## src/design/smfs_pkg.sv

```systemverilog
`default_nettype none
package smfs_pkg;

  localparam int COORD_W = 32;
  localparam int ACC_W   = 88;
  localparam int DEN_W   = 42;
  localparam int RAD_W   = 64;
  localparam int RES_W   = 32;

  typedef struct packed {
    logic               go;
    logic               clr;
    logic               neg;
    logic               hi;
    logic [RES_W-1:0]   a;
    logic [RES_W-1:0]   b;
  } mac_op_t;

  typedef struct packed {
    logic               start;
    logic               sqrt_mode;
    logic [RAD_W-1:0]   num;
    logic [DEN_W-1:0]   den;
  } dsu_req_t;

  typedef struct packed {
    logic               done;
    logic [RES_W-1:0]   res;
  } dsu_rsp_t;

endpackage
`default_nettype wire

```

## src/design/smfs_mac.sv

```systemverilog
`default_nettype none
module smfs_mac (
  input  logic                                clk,
  input  logic                                rst,
  input  smfs_pkg::mac_op_t                   op,
  output logic signed [smfs_pkg::ACC_W-1:0]   acc
);
  import smfs_pkg::*;

  logic                      pv;
  logic                      pneg;
  logic                      phi;
  logic                      pclr;
  logic [2*RES_W-1:0]        prod;
  logic signed [ACC_W-1:0]   ext;
  logic signed [ACC_W-1:0]   term;

  // partial product, then signed accumulate with optional 32-bit weight
  always_comb begin
    ext = signed'({{(ACC_W-2*RES_W){1'b0}}, prod});
    if (phi) begin
      ext = ext <<< RES_W;
    end
    term = pneg ? -ext : ext;
  end

  always_ff @(posedge clk) begin
    if (rst) begin
      pv <= 1'b0;
    end else begin
      pv <= op.go;
    end
    prod <= op.a * op.b;
    pneg <= op.neg;
    phi  <= op.hi;
    pclr <= op.clr;
    if (pv) begin
      acc <= (pclr ? '0 : acc) + term;
    end
  end

endmodule
`default_nettype wire

```

## config.mk

```make
export PLATFORM = sky130hd
export DESIGN_NAME = smfs_mac
export DESIGN_NICKNAME = d
export VERILOG_FILES = /design/src/design/smfs_pkg.sv /design/src/design/smfs_mac.sv
export SDC_FILE = /design/constraint.sdc
export NUM_CORES = 2
export LEC_CHECK = 0
export BUFFER_PORTS_ARGS = -buffer_cell sky130_fd_sc_hd__buf_2
export CELL_PAD_IN_SITES_DETAIL_PLACEMENT = 1
export CELL_PAD_IN_SITES_GLOBAL_PLACEMENT = 2
export CORE_MARGIN = 2
export CORE_UTILIZATION = 45
export CTS_BUF_LIST = sky130_fd_sc_hd__clkbuf_16
export DETAILED_ROUTE_END_ITERATION = 10
export PLACE_DENSITY_LB_ADDON = 0.1
export SYNTH_ARGS = -nofsm -noshare
export SYNTH_HDL_FRONTEND = slang
export SYNTH_SLANG_ARGS = --single-unit
export TNS_END_PERCENT = 20
```

## constraint.sdc

```tcl
create_clock -name clk -period 17.6 [get_ports clk]
set_input_delay 0.88 -clock clk [delete_from_list [all_inputs] [get_ports clk]]
set_output_delay 0.88 -clock clk [all_outputs]
set_load 0.02 [all_outputs]
```

### Word-level counts from Yosys, hierarchy flattened

Index checks and enable logic that the tools add are counted.

* add/sub/neg operators: 2
* multipliers: 1
* divide/modulo/power cells: 0
* order comparisons: 0
* equality and inequality tests: 0
* shift-type cells: 0
* multiplexer cells: 3
* bitwise operators: 0
* reduce and logical (&&, ||, !) cells: 0

Operators with widths (number)
* 88-bit two-way mux: 3
* 88-bit adder: 1
* 88-bit negation: 1
* 32-bit by 32-bit multiplier with 64-bit output: 1

* register bits: 156
* latch bits: 0
* bits in writable memories: 0
* bits in read-only memories: 0
* input port bits: 70
* output and inout port bits: 88
* memories kept: 0

### Depth between registers and ports, before layout

* depth in word-level cells: 4
* mapped depth: 30

### Worst setup path after synthesis

No wires, ideal clock.

* path kind: input to register
* start: input port op[2] in the netlist's numbering
* end: register prod[61]
* setup time: 0.072 ns
* arrival: 7.807 ns
* setup slack: 9.721 ns
* stages on the path: 26
* path through: clkbuf_1 and2_1 fa_1 inv_1 fa_1 fa_1 fa_1 inv_1 fa_1 inv_1 fa_1 inv_1 fa_1 fa_1 ha_1 and4_1 and2_1 inv_1 a211oi_1 or2_2 a2111oi_0 o21ai_0 a31oi_1 nor4b_1 a211oi_1 xnor2_1

* longest elaborated chain between the ends: 1

Ends and longest elaborated chain
* from (decl): RTL line smfs_mac.sv:5 `input smfs_pkg::mac_op_t op,`
* 32-bit by 32-bit multiplier with 64-bit output: RTL line smfs_mac.sv:33 `prod <= op.a * op.b;`
* to (signal assigned): RTL line smfs_mac.sv:33
* to (decl): RTL line smfs_mac.sv:14 `logic [2*RES_W-1:0] prod;`

No other way between the ends.
A chain may end at the register's enable or synchronous reset.

### Final worst setup path

* start: input port op[3] in the netlist's numbering
* end: register prod[61]

The elaborated chain is that of the path after synthesis.

==> metrics.txt <==
post-DR wirelength/cell=24.3 µm; most frequent cells after synthesis=897 x fa_1, 895 x inv_1, 608 x nand2_1; crit path buf inv count=3; CP Max Fanout=32; Hold Path Class=in2reg; drt via density=5.58; htree depth=4; Post-CTS Setup Inserts=0; RSZ-0062 raised after global routing=no; first-pass GRT wire length=247 mm; CTS Hold Bufs=0; vias in the first global route=40300; crit path time final=8.83 ns; Final TNS setup=0 ns; worst r2r path cells=23; Worst setup EP type=flip-flop; post-synthesis cell count=5276; share of the synthesized area in the top cell type=38.7%; Area contributors post-synth=fa_1 39%, ha_1 9.5%, and2_1 8.2%; largest net degree at the start of global routing=84; Final Hold Viols=0; via count=36600; Yosys warning count=0; Layout area overhead=4.65%; area leader, netlist=fa_1; worst endpoint data arrival time=9.23 ns; Setup CP Type=in2reg; FF-to-FF setup slack=9.83 ns; CTS Buffer Depth=2; relative slew slack=28.9%; upper clock frequency limit=0.113 GHz; Resize count post-CTS=0; Worst-Margin Slew=1.07 ns; drc violations=0; routability cong.=0.926; TritonRoute pass-1 iters=8; CP top delay family=adder cells; I/O Buffers=157; share of layout cells above drive strength 1=4.83%; Mapped Avg Cell Area=8.80 µm²; CTS Sinks=156; Synth cell types=81; Die ar.=106000 µm²; initial antenna violation count=3; WHS Path Cells=1; design area=48600 µm²; Largest stage delay, worst path=0.79 ns; initial core utilization=45.5%; nets=6497; Critical Path Start Type=input pin; crit share post-route=50.2%; DIE WIDTH=325 µm; CP cell instances=buf_2, and2_1, fa_1, inv_1, fa_1, fa_1, fa_1, inv_1, fa_1, fa_1, fa_1, fa_1, ha_1, a21oi_1, o21ai_0, a31o_2, or2_2, a2111oi_0, o21ai_0, a31oi_1, nor4b_1, a211oi_1, xnor2_1; Post-synth EDFFs=88; ys flop type=edfxtp_1; I/O pin total=158; Crit path depth=23; clock slew at reported path FFs=0.07 ns; Slew Limit Fails=0; Die H=325 µm; max cap viols=0; Final setup viols=0; CP max stage cell=a2111oi_0; status=finished, final reports clean; skew final=0.0131 ns; Post-DP HPWL=127 mm; Cell Area, Synth=46400 µm²; Seq cells post-synth=156; DRT Wirelength=159 mm; # rows=117; Cell Area, Placed=47900 µm²; ant diodes=0; ANT nets after route=0; clk_lat worst skew=0.48 ns; most common cell in the netlist=fa_1; ys async rst share=0%; aggregate global routing overflow=0; core area=102000 µm²; CP most frequent cell=fa_1; DRT iter0 DRCs=2373; CTS Buf Count=17; Root Driver=clkbuf_16; CTS tree=done; GRT Overall Usage=30.5%; Mapped Nets=6594; Worst Path Required=18.00 ns; register area share after synthesis=8.63%
[path summary, 6_finish.rpt]
| kind | from | end |
|---|---|---|
| worst max-delay path | op[3] | prod[61] |
| worst max register to register | phi | acc[81] |
| worst min-delay path | op[65] | pneg |
| worst min register to register | acc[0] | acc[0] |
[cell families (layout without fill, tap and decap cells)]
kind of cell | count (synthesis) | in the layout | share of synthesized area, %
AO/OA/AOI/OAI | 678 | 678 | 9.23
XOR/XNOR | 214 | 214 | 4.04
adder cells (fa/ha/maj) | 1248 | 1248 | 48.2
buffers and inverters | 1185 | 1101 | 9.63
flip-flops | 156 | 156 | 8.63
multiplexers | 32 | 32 | 0.701
AND/OR/NAND/NOR | 1763 | 1763 | 19.6
[sequential cells by signal, indices dropped and copies added, names as in the netlist]
name	cells
acc	88
pclr	1
phi	1
pneg	1
prod	64
pv	1
[metal layers]
layer  global-route usage, %  share of wire (%)  vias to the layer above
met2                    51.1                 47                      994
met5                       0             0.0082                        -
met3                    4.23                5.3                      191
met1                    41.4                 45                    19200
li1                        -                  -                    16200
met4                    8.09                2.7                        2
[placed cells by master, fill, tap and decap left out, types with 98 or more instances in the layout]
master   instances
xor2_1          98
buf_2          157
o21ai_0        138
a21oi_1        220
nand2_1        608
ha_1           351
fa_1           897
nor2b_1        124
xnor2_1        116
and2_1         607
inv_1          897
nor2_1         148
[per-stage QoR]
stage | instances | setup WS (ns) | utilization (%) | hold slack (ns)
after CTS | 6560 | 8.84 | 47.6 | 0.485
after floorplan | 5276 | 9.72 | - | 0.724
after detailed placement | 6528 | 8.36 | 47.0 | 0.706
final | 6560 | 8.77 | 47.6 | 0.500
after global placement | 6528 | 8.56 | 47.0 | 0.696
after global routing | 6560 | 8.25 | 47.6 | 0.497
[cell type report]
type,instances,area [µm²]
multi-input cells,3935,37900
fillers,12000,53500
well taps,1368,1710
repair buffers,174,913
clock inverters,12,130
clock buffers,20,500
inverters,895,3360
flip-flops and latches,156,4010
Power is not shown: default switching activity piles up to over one toggle a cycle in this logic, so the estimate is an artifact.
