$ cat src/design/smfs_pkg.sv
`default_nettype none
package smfs_pkg;

  localparam int COORD_W = 32;
  localparam int ACC_W   = 88;
  localparam int DEN_W   = 42;
  localparam int RAD_W   = 64;
  localparam int RES_W   = 32;

  typedef struct packed {
    logic               go;
    logic               clr;
    logic               neg;
    logic               hi;
    logic [RES_W-1:0]   a;
    logic [RES_W-1:0]   b;
  } mac_op_t;

  typedef struct packed {
    logic               start;
    logic               sqrt_mode;
    logic [RAD_W-1:0]   num;
    logic [DEN_W-1:0]   den;
  } dsu_req_t;

  typedef struct packed {
    logic               done;
    logic [RES_W-1:0]   res;
  } dsu_rsp_t;

endpackage
`default_nettype wire

$ cat src/design/smfs_dsu.sv
`default_nettype none
module smfs_dsu (
  input  logic                 clk,
  input  logic                 rst,
  input  smfs_pkg::dsu_req_t   req,
  output smfs_pkg::dsu_rsp_t   rsp
);
  import smfs_pkg::*;

  logic               busy;
  logic               done;
  logic               sq;
  logic [4:0]         cnt;
  logic [DEN_W:0]     rem;
  logic [RAD_W-1:0]   nn;
  logic [DEN_W-1:0]   den;
  logic [RES_W-1:0]   res;
  logic [DEN_W+1:0]   mnd;
  logic [DEN_W+1:0]   sbt;
  logic [DEN_W+1:0]   dif;
  logic               ge;

  // one shared trial subtract: two radicand bits per step for root, one for divide
  always_comb begin
    if (sq) begin
      mnd = {9'b0, rem[32:0], nn[RAD_W-1 -: 2]};
      sbt = {10'b0, res, 2'b01};
    end else begin
      mnd = {rem, nn[RAD_W-1]};
      sbt = {2'b0, den};
    end
    dif = mnd - sbt;
    ge  = (mnd >= sbt);
  end

  always_ff @(posedge clk) begin
    if (rst) begin
      busy <= 1'b0;
      done <= 1'b0;
    end else begin
      done <= busy && (cnt == 5'd31);
      if (req.start) begin
        busy <= 1'b1;
      end else if (busy && (cnt == 5'd31)) begin
        busy <= 1'b0;
      end
    end
    if (req.start) begin
      sq  <= req.sqrt_mode;
      cnt <= '0;
      den <= req.den;
      res <= '0;
      if (req.sqrt_mode) begin
        rem <= '0;
        nn  <= req.num;
      end else begin
        rem <= {11'b0, req.num[RAD_W-1:RES_W]};
        nn  <= {req.num[RES_W-1:0], {RES_W{1'b0}}};
      end
    end else if (busy) begin
      rem <= ge ? dif[DEN_W:0] : mnd[DEN_W:0];
      res <= {res[RES_W-2:0], ge};
      nn  <= sq ? (nn << 2) : (nn << 1);
      cnt <= cnt + 5'd1;
    end
  end

  assign rsp.done = done;
  assign rsp.res  = res;

endmodule
`default_nettype wire

$ cat config.mk
export PLATFORM = sky130hd
export DESIGN_NAME = smfs_dsu
export DESIGN_NICKNAME = d
export VERILOG_FILES = /design/src/design/smfs_pkg.sv /design/src/design/smfs_dsu.sv
export SDC_FILE = /design/constraint.sdc
export NUM_CORES = 1
export LEC_CHECK = 0
export ABC_AREA = 1
export BUFFER_PORTS_ARGS = -buffer_cell sky130_fd_sc_hd__buf_2
export CORE_MARGIN = 1.5
export CORE_UTILIZATION = 50
export DETAILED_ROUTE_END_ITERATION = 7
export GPL_ROUTABILITY_DRIVEN = 0
export PLACE_DENSITY_LB_ADDON = 0.12
export REMOVE_ABC_BUFFERS = 1
export SKIP_LAST_GASP = 1
export SLEW_MARGIN = 40
export SYNTH_ARGS = -nofsm -noshare
export SYNTH_HDL_FRONTEND = slang
export SYNTH_SLANG_ARGS = --single-unit
$ cat constraint.sdc
create_clock -name clk -period 5.22 [get_ports clk]
set_input_delay 0.261 -clock clk [delete_from_list [all_inputs] [get_ports clk]]
set_output_delay 0.261 -clock clk [all_outputs]
set_load 0.005 [all_outputs]
# Word level (Yosys, flattened, before mapping)
# Cells that the tools add are included.
[totals]
register_bits = 189
inputBits = 110
output_inout_bits = 33
elab_cells = 27
[classes]
add_sub_neg = 2
order_cmp = 1
eq_ne = 1
n_mux = 12
reduce_logical = 3
[ops]
columns = ["operator", "count"]
rows = [
  ["64-bit 2-to-1 mux", 4],
  ["43-bit 2-to-1 mux", 3],
  ["44-bit by 42-bit >= comparator with 1-bit output", 1],
  ["44-bit 2-to-1 mux", 1],
  ["43-bit subtractor", 1],
  ["42-bit 2-to-1 mux", 1],
  ["32-bit 2-to-1 mux", 1],
  ["5-bit by 1-bit adder with 5-bit output, second input constant", 1],
  ["5-bit equality test, second input constant", 1],
  ["2-bit nonzero test", 2],
  ["1-bit 2-to-1 mux", 2],
  ["1-bit logical AND", 1],
]

# Depth between registers and ports, before layout
[logic_depth]
word_depth = 5
ltp_mapped = 22
ltp_nobuf = 20

# Least setup slack after synthesis
# Ideal clock, no wire load.
[synth_path]
path_kind = "register to register"
startpoint = "reg busy"
endpoint = "reg nn[0], enable pin"
setup_ns = 0.514
arrival_ns = 3.847
required_time_ns = 4.706
setup_slack_ns = 0.859
stages_incl_launch_ff = 5
path_buffers = 2
synth_period_minus_slack_ns = 4.361
cell_sequence = "dfxtp_1 > clkbuf_1 > nor2_1 > clkinv_1 > clkbuf_1"
[synth_via]
elab_chain_len = 1
[synth_lines]
columns = ["item", "line", "rtl"]
rows = [
  ["start: declaration", "smfs_dsu.sv:10", "logic busy;"],
  ["start signal: assignment", "smfs_dsu.sv:38", "busy <= 1'b0;"],
  ["start signal: assignment", "smfs_dsu.sv:43", "busy <= 1'b1;"],
  ["start signal: assignment", "smfs_dsu.sv:45", "busy <= 1'b0;"],
  ["2-bit nonzero test (no line)", "-", ""],
  ["end signal: assignment", "smfs_dsu.sv:55", "nn <= req.num;"],
  ["end signal: assignment", "smfs_dsu.sv:58", "nn <= {req.num[RES_W-1:0], {RES_W{1'b0}}};"],
  ["end signal: assignment", "smfs_dsu.sv:63", "nn <= sq ? (nn << 2) : (nn << 1);"],
  ["end: declaration", "smfs_dsu.sv:15", "logic [RAD_W-1:0] nn;"],
]
# Every way passes these cells.
# A chain may end at the register's enable or synchronous reset.

# Final worst setup path
[layout_path]
startpoint = "reg sq"
endpoint = "reg rem[20], data pin"
[layout_via]
elab_chain_len = 5
word_cells_on_any_way = 7
classes_between = "add/sub (1); order compare (1); mux (5)"
[layout_lines]
columns = ["item", "line", "rtl"]
rows = [
  ["start: declaration", "smfs_dsu.sv:12", "logic sq;"],
  ["start signal: assignment", "smfs_dsu.sv:49", "sq <= req.sqrt_mode;"],
  ["44-bit 2-to-1 mux or 42-bit 2-to-1 mux (tied branches)", "smfs_dsu.sv:25", "if (sq) begin"],
  ["43-bit subtractor or 44-bit by 42-bit >= comparator with 1-bit output (tied branches)", "smfs_dsu.sv:32, smfs_dsu.sv:33", ""],
  ["43-bit 2-to-1 mux (*)", "smfs_dsu.sv:61", "rem <= ge ? dif[DEN_W:0] : mnd[DEN_W:0];"],
  ["43-bit 2-to-1 mux (*)", "smfs_dsu.sv:60", "end else if (busy) begin"],
  ["43-bit 2-to-1 mux (*)", "smfs_dsu.sv:48", "if (req.start) begin"],
  ["end signal: assignment", "smfs_dsu.sv:57", "rem <= {11'b0, req.num[RAD_W-1:RES_W]};"],
  ["end signal: assignment", "smfs_dsu.sv:61", ""],
  ["end: declaration", "smfs_dsu.sv:14", "logic [DEN_W:0] rem;"],
]
# Mark *: on every way between the ends. The rest lies on a longest branch, timed or not. The select of a mux whose other input is x is not followed.

==> results.py <==
metrics = {
    "synth": {
        "synth-edff-count": 150,
        "avgSynthCellArea_um2": 7.01,
        "yosys.cell_types.count": 38,
        "synth_flop_cell": "edfxtp_1",
        "yosys_warnings": 0,
        "async_flop_share": 0,
        "yosysSeqAreaShare": 0.407,
        "netlist_area_um2": 13000,
        "ys_ff_latch": 189,
        "syn_inst": 1853,
    },
    "grt": {
        "grt_pass1_wl_um": 58400,
        "grt_pass1_vias": 11500,
        "grt_usage": 0.275,
        "antenna_found_initial": 0,
        "grt_max_degree": 109,
        "overflow": 0,
    },
    "setup_path": {
        "timing.critical_path.fanout_max": 108,
        "reg2reg_from": "sq",
        "reg2reg_depth": 15,
        "critPathLaunchType": "flop",
        "r2r_end": "rem[20]",
        "cp-end-kind": "flop",
        "cp.required_ps": 5420,
        "rrSetupSlack_ps": 1290,
        "critPathKind": "flop to flop",
        "critPathArrivalTime_ps": 4140,
    },
    "placed_design": {
        "hpwl_um": 26300,
        "placed_area_um2": 13900,
        "portBuffers": 142,
    },
    "final_layout": {
        "regArea_um2": 5290,
        "finish.instance_area_um2": 15000,
        "antennaDiodeCount": 0,
        "layout.nets": 2144,
        "syn_to_final_growth_pct": 15.0,
        "multi_input_area_um2": 6380,
        "num-fill-cells": 2380,
        "layout-drive-gt1-share": 0.119,
    },
    "sta": {
        "finalSetupViolCount": 0,
        "clock-skew-final_ps": 14.9,
        "tightest_slew_ps": 752,
        "slew_headroom": 0.499,
        "drv_slew": 0,
        "rsz0062_at_grt": "no",
        "fin_crit_ps": 3930,
        "fmax_ghz": 0.254,
        "fin_crit_sh": 0.753,
        "finalHoldViolCount": 0,
    },
    "route": {
        "drtIter0Drc": 1213,
        "drt_pass1_iterations": 6,
        "vias_per_cell": 5.31,
        "drc": 0,
        "met2_wirelength_um": 16500,
        "routedWlPerCell_um": 15.5,
        "highest_layer": "met4",
        "wirelength_um": 36100,
        "route.met3.wl_um": 2480,
        "wl_met1_um": 16700,
        "vias": 12400,
        "drt.antenna.violating_nets": 0,
    },
    "power_and_ir_drop": {
        "power.density_nw_per_um2": 386,
        "p_leak_nw": 7.25,
        "power_mw": 5.78,
        "ir_worst_vdd_mv": 0.245,
    },
    "hold_path": {
        "hold_path_class": "primary input to flop",
        "min_path_cells": 1,
        "min_to": "den[18]",
        "min-delay-start": "req[18]",
    },
    "floorplan": {
        "die_h_um": 164,
        "initial_core_util": 0.513,
        "die_area_um2": 27000,
        "num_io_pins": 143,
        "core.rowCount": 58,
        "coreArea_um2": 25300,
        "die_w_um": 164,
    },
    "clock_tree": {
        "insertion_delay_ps": 450,
        "clk_path_buf_depth": 2,
        "cts_resized": 0,
        "tritoncts": "yes",
        "cts-htree-levels": 4,
        "cts_setup_buffers": 0,
        "cts-root-buf": "clkbuf_16",
        "ctsHoldBuffers": 36,
        "clk_pin_slew_ps": 80,
        "cts_buffers": 17,
        "cts.sink_count": 189,
    },
    "outcome": {
        "outcome": "completed",
    },
    "flow_run": {
        "cap_violations": 0,
    },
}
==> routing by layer <==
metal | vias to the layer above | global-route usage
met5 | - | 0
met4 | 0 | 0.0579
met3 | 37 | 0.0485
met2 | 419 | 0.438
met1 | 5650 | 0.391
li1 | 6278 | -
==> worst max-delay path, cell delays in order (launching register included) <==
cell      delay (ps)
edfxtp_1         410
buf_12           350
buf_4            570
o21ai_0          230
ha_1             390
nand2_1          110
inv_1             80
nand2_1           50
nor2_1           210
nand2_1          110
nor2_1           110
nand2_1           90
nand4_4          480
nand2_1          200
nand3_1          110
nand2_1           50
==> cell families (layout without fill, tap and decap cells) <==
group / after synthesis / after routing / share of synthesized area
AND/OR/NAND/NOR: 1052 / 1052 / 0.335
buffers and inverters: 340 / 489 / 0.103
AO/OA/AOI/OAI: 212 / 212 / 0.101
flip-flops: 189 / 189 / 0.407
adder cells (fa/ha/maj): 45 / 45 / 0.0439
XOR/XNOR: 15 / 15 / 0.0101
==> power breakdown <==
part / internal [mW] / switching, mW
Sequential: 1.88 / 0.0806
Clock: 0.695 / 0.675
Combinational: 0.836 / 1.61
Total: 3.41 / 2.37
==> how the worst max path moves through the flow <==
| stage | slack, ps | endpoint | depth (start not counted) | startpoint |
|---|---|---|---|---|
| 6_report | 1290 | rem[20] | 15 | sq |
| 5_1_grt | 930 | rem[32] | 16 | sq |
| 4_1_cts | 1290 | rem[32] | 14 | sq |
| 3_5_place_dp | 1320 | rem[32] | 14 | sq |
| 3_3_place_gp | 1410 | rem[34] | 16 | sq |
| 2_1_floorplan | -2170 | rem[0] | 15 | sq |
==> cell usage after synthesis, types with 2 or more instances <==
| master | n | area, um2 |
|---|---|---|
| xnor2_1 | 15 | 131 |
| nand2_1 | 575 | 2160 |
| nor2_1 | 239 | 897 |
| a21oi_1 | 33 | 165 |
| nand3b_1 | 9 | 67.6 |
| inv_1 | 254 | 953 |
| nor3_1 | 3 | 15.0 |
| o31ai_1 | 29 | 218 |
| nor2_2 | 6 | 37.5 |
| dfxtp_1 | 39 | 781 |
| o22ai_1 | 31 | 194 |
| o21ai_0 | 78 | 390 |
| buf_4 | 3 | 22.5 |
| buf_2 | 16 | 80.1 |
| inv_2 | 2 | 7.51 |
| o21a_1 | 2 | 15.0 |
| clkbuf_1 | 54 | 203 |
| o21bai_1 | 2 | 15.0 |
| buf_1 | 5 | 18.8 |
| nand3_1 | 171 | 856 |
| ha_1 | 44 | 551 |
| nand2_2 | 4 | 25.0 |
| or2_2 | 33 | 206 |
| buf_6 | 5 | 56.3 |
| nand4_1 | 9 | 56.3 |
| o311ai_0 | 31 | 272 |
| edfxtp_1 | 150 | 4500 |
==> cell type report <==
type	instances	area share
Multi-Input combinational cell	1324	0.427
Sequential cell	189	0.354
Timing Repair Buffer	200	0.0859
Inverter	257	0.0647
Clock buffer	17	0.0285
Tap cell	330	0.0276
Clock inverter	15	0.0130
==> registers in the layout (all words and copies together) (netlist names) <==
name / count
busy: 1
cnt: 5
den: 42
done: 1
nn: 64
rem: 43
res: 32
sq: 1
==> placed cells by master, fill, tap and decap left out, drive strengths merged, types with 29 or more instances in the layout <==
| cell | Yosys | routed |
|---|---|---|
| a21oi | 34 | 34 |
| buf | 29 | 157 |
| dfxtp | 39 | 39 |
| dlygate4sd3 | 0 | 42 |
| edfxtp | 150 | 150 |
| ha | 44 | 44 |
| inv | 256 | 263 |
| nand2 | 579 | 579 |
| nand3 | 171 | 171 |
| nor2 | 245 | 245 |
| o21ai | 79 | 79 |
| o22ai | 31 | 31 |
| o311ai | 31 | 31 |
| o31ai | 29 | 29 |
| or2 | 33 | 33 |
==> stage by stage <==
| step | std cells | hold WS (ps) | TNS (ps) | utilization | worst slack [ps] |
|---|---|---|---|---|---|
| after floorplan | 1770 | 333 | -92740 | - | -2170 |
| after global placement | 2257 | 433 | 0 | 0.548 | 1410 |
| after detailed placement | 2257 | 440 | 0 | 0.548 | 1320 |
| after CTS | 2325 | 0.183 | 0 | 0.587 | 1290 |
| after global routing | 2332 | 2.85 | 0 | 0.590 | 927 |
| final | 2332 | 12.2 | 0 | 0.590 | 1290 |
Note: power is estimated with default switching activity, not from simulation.
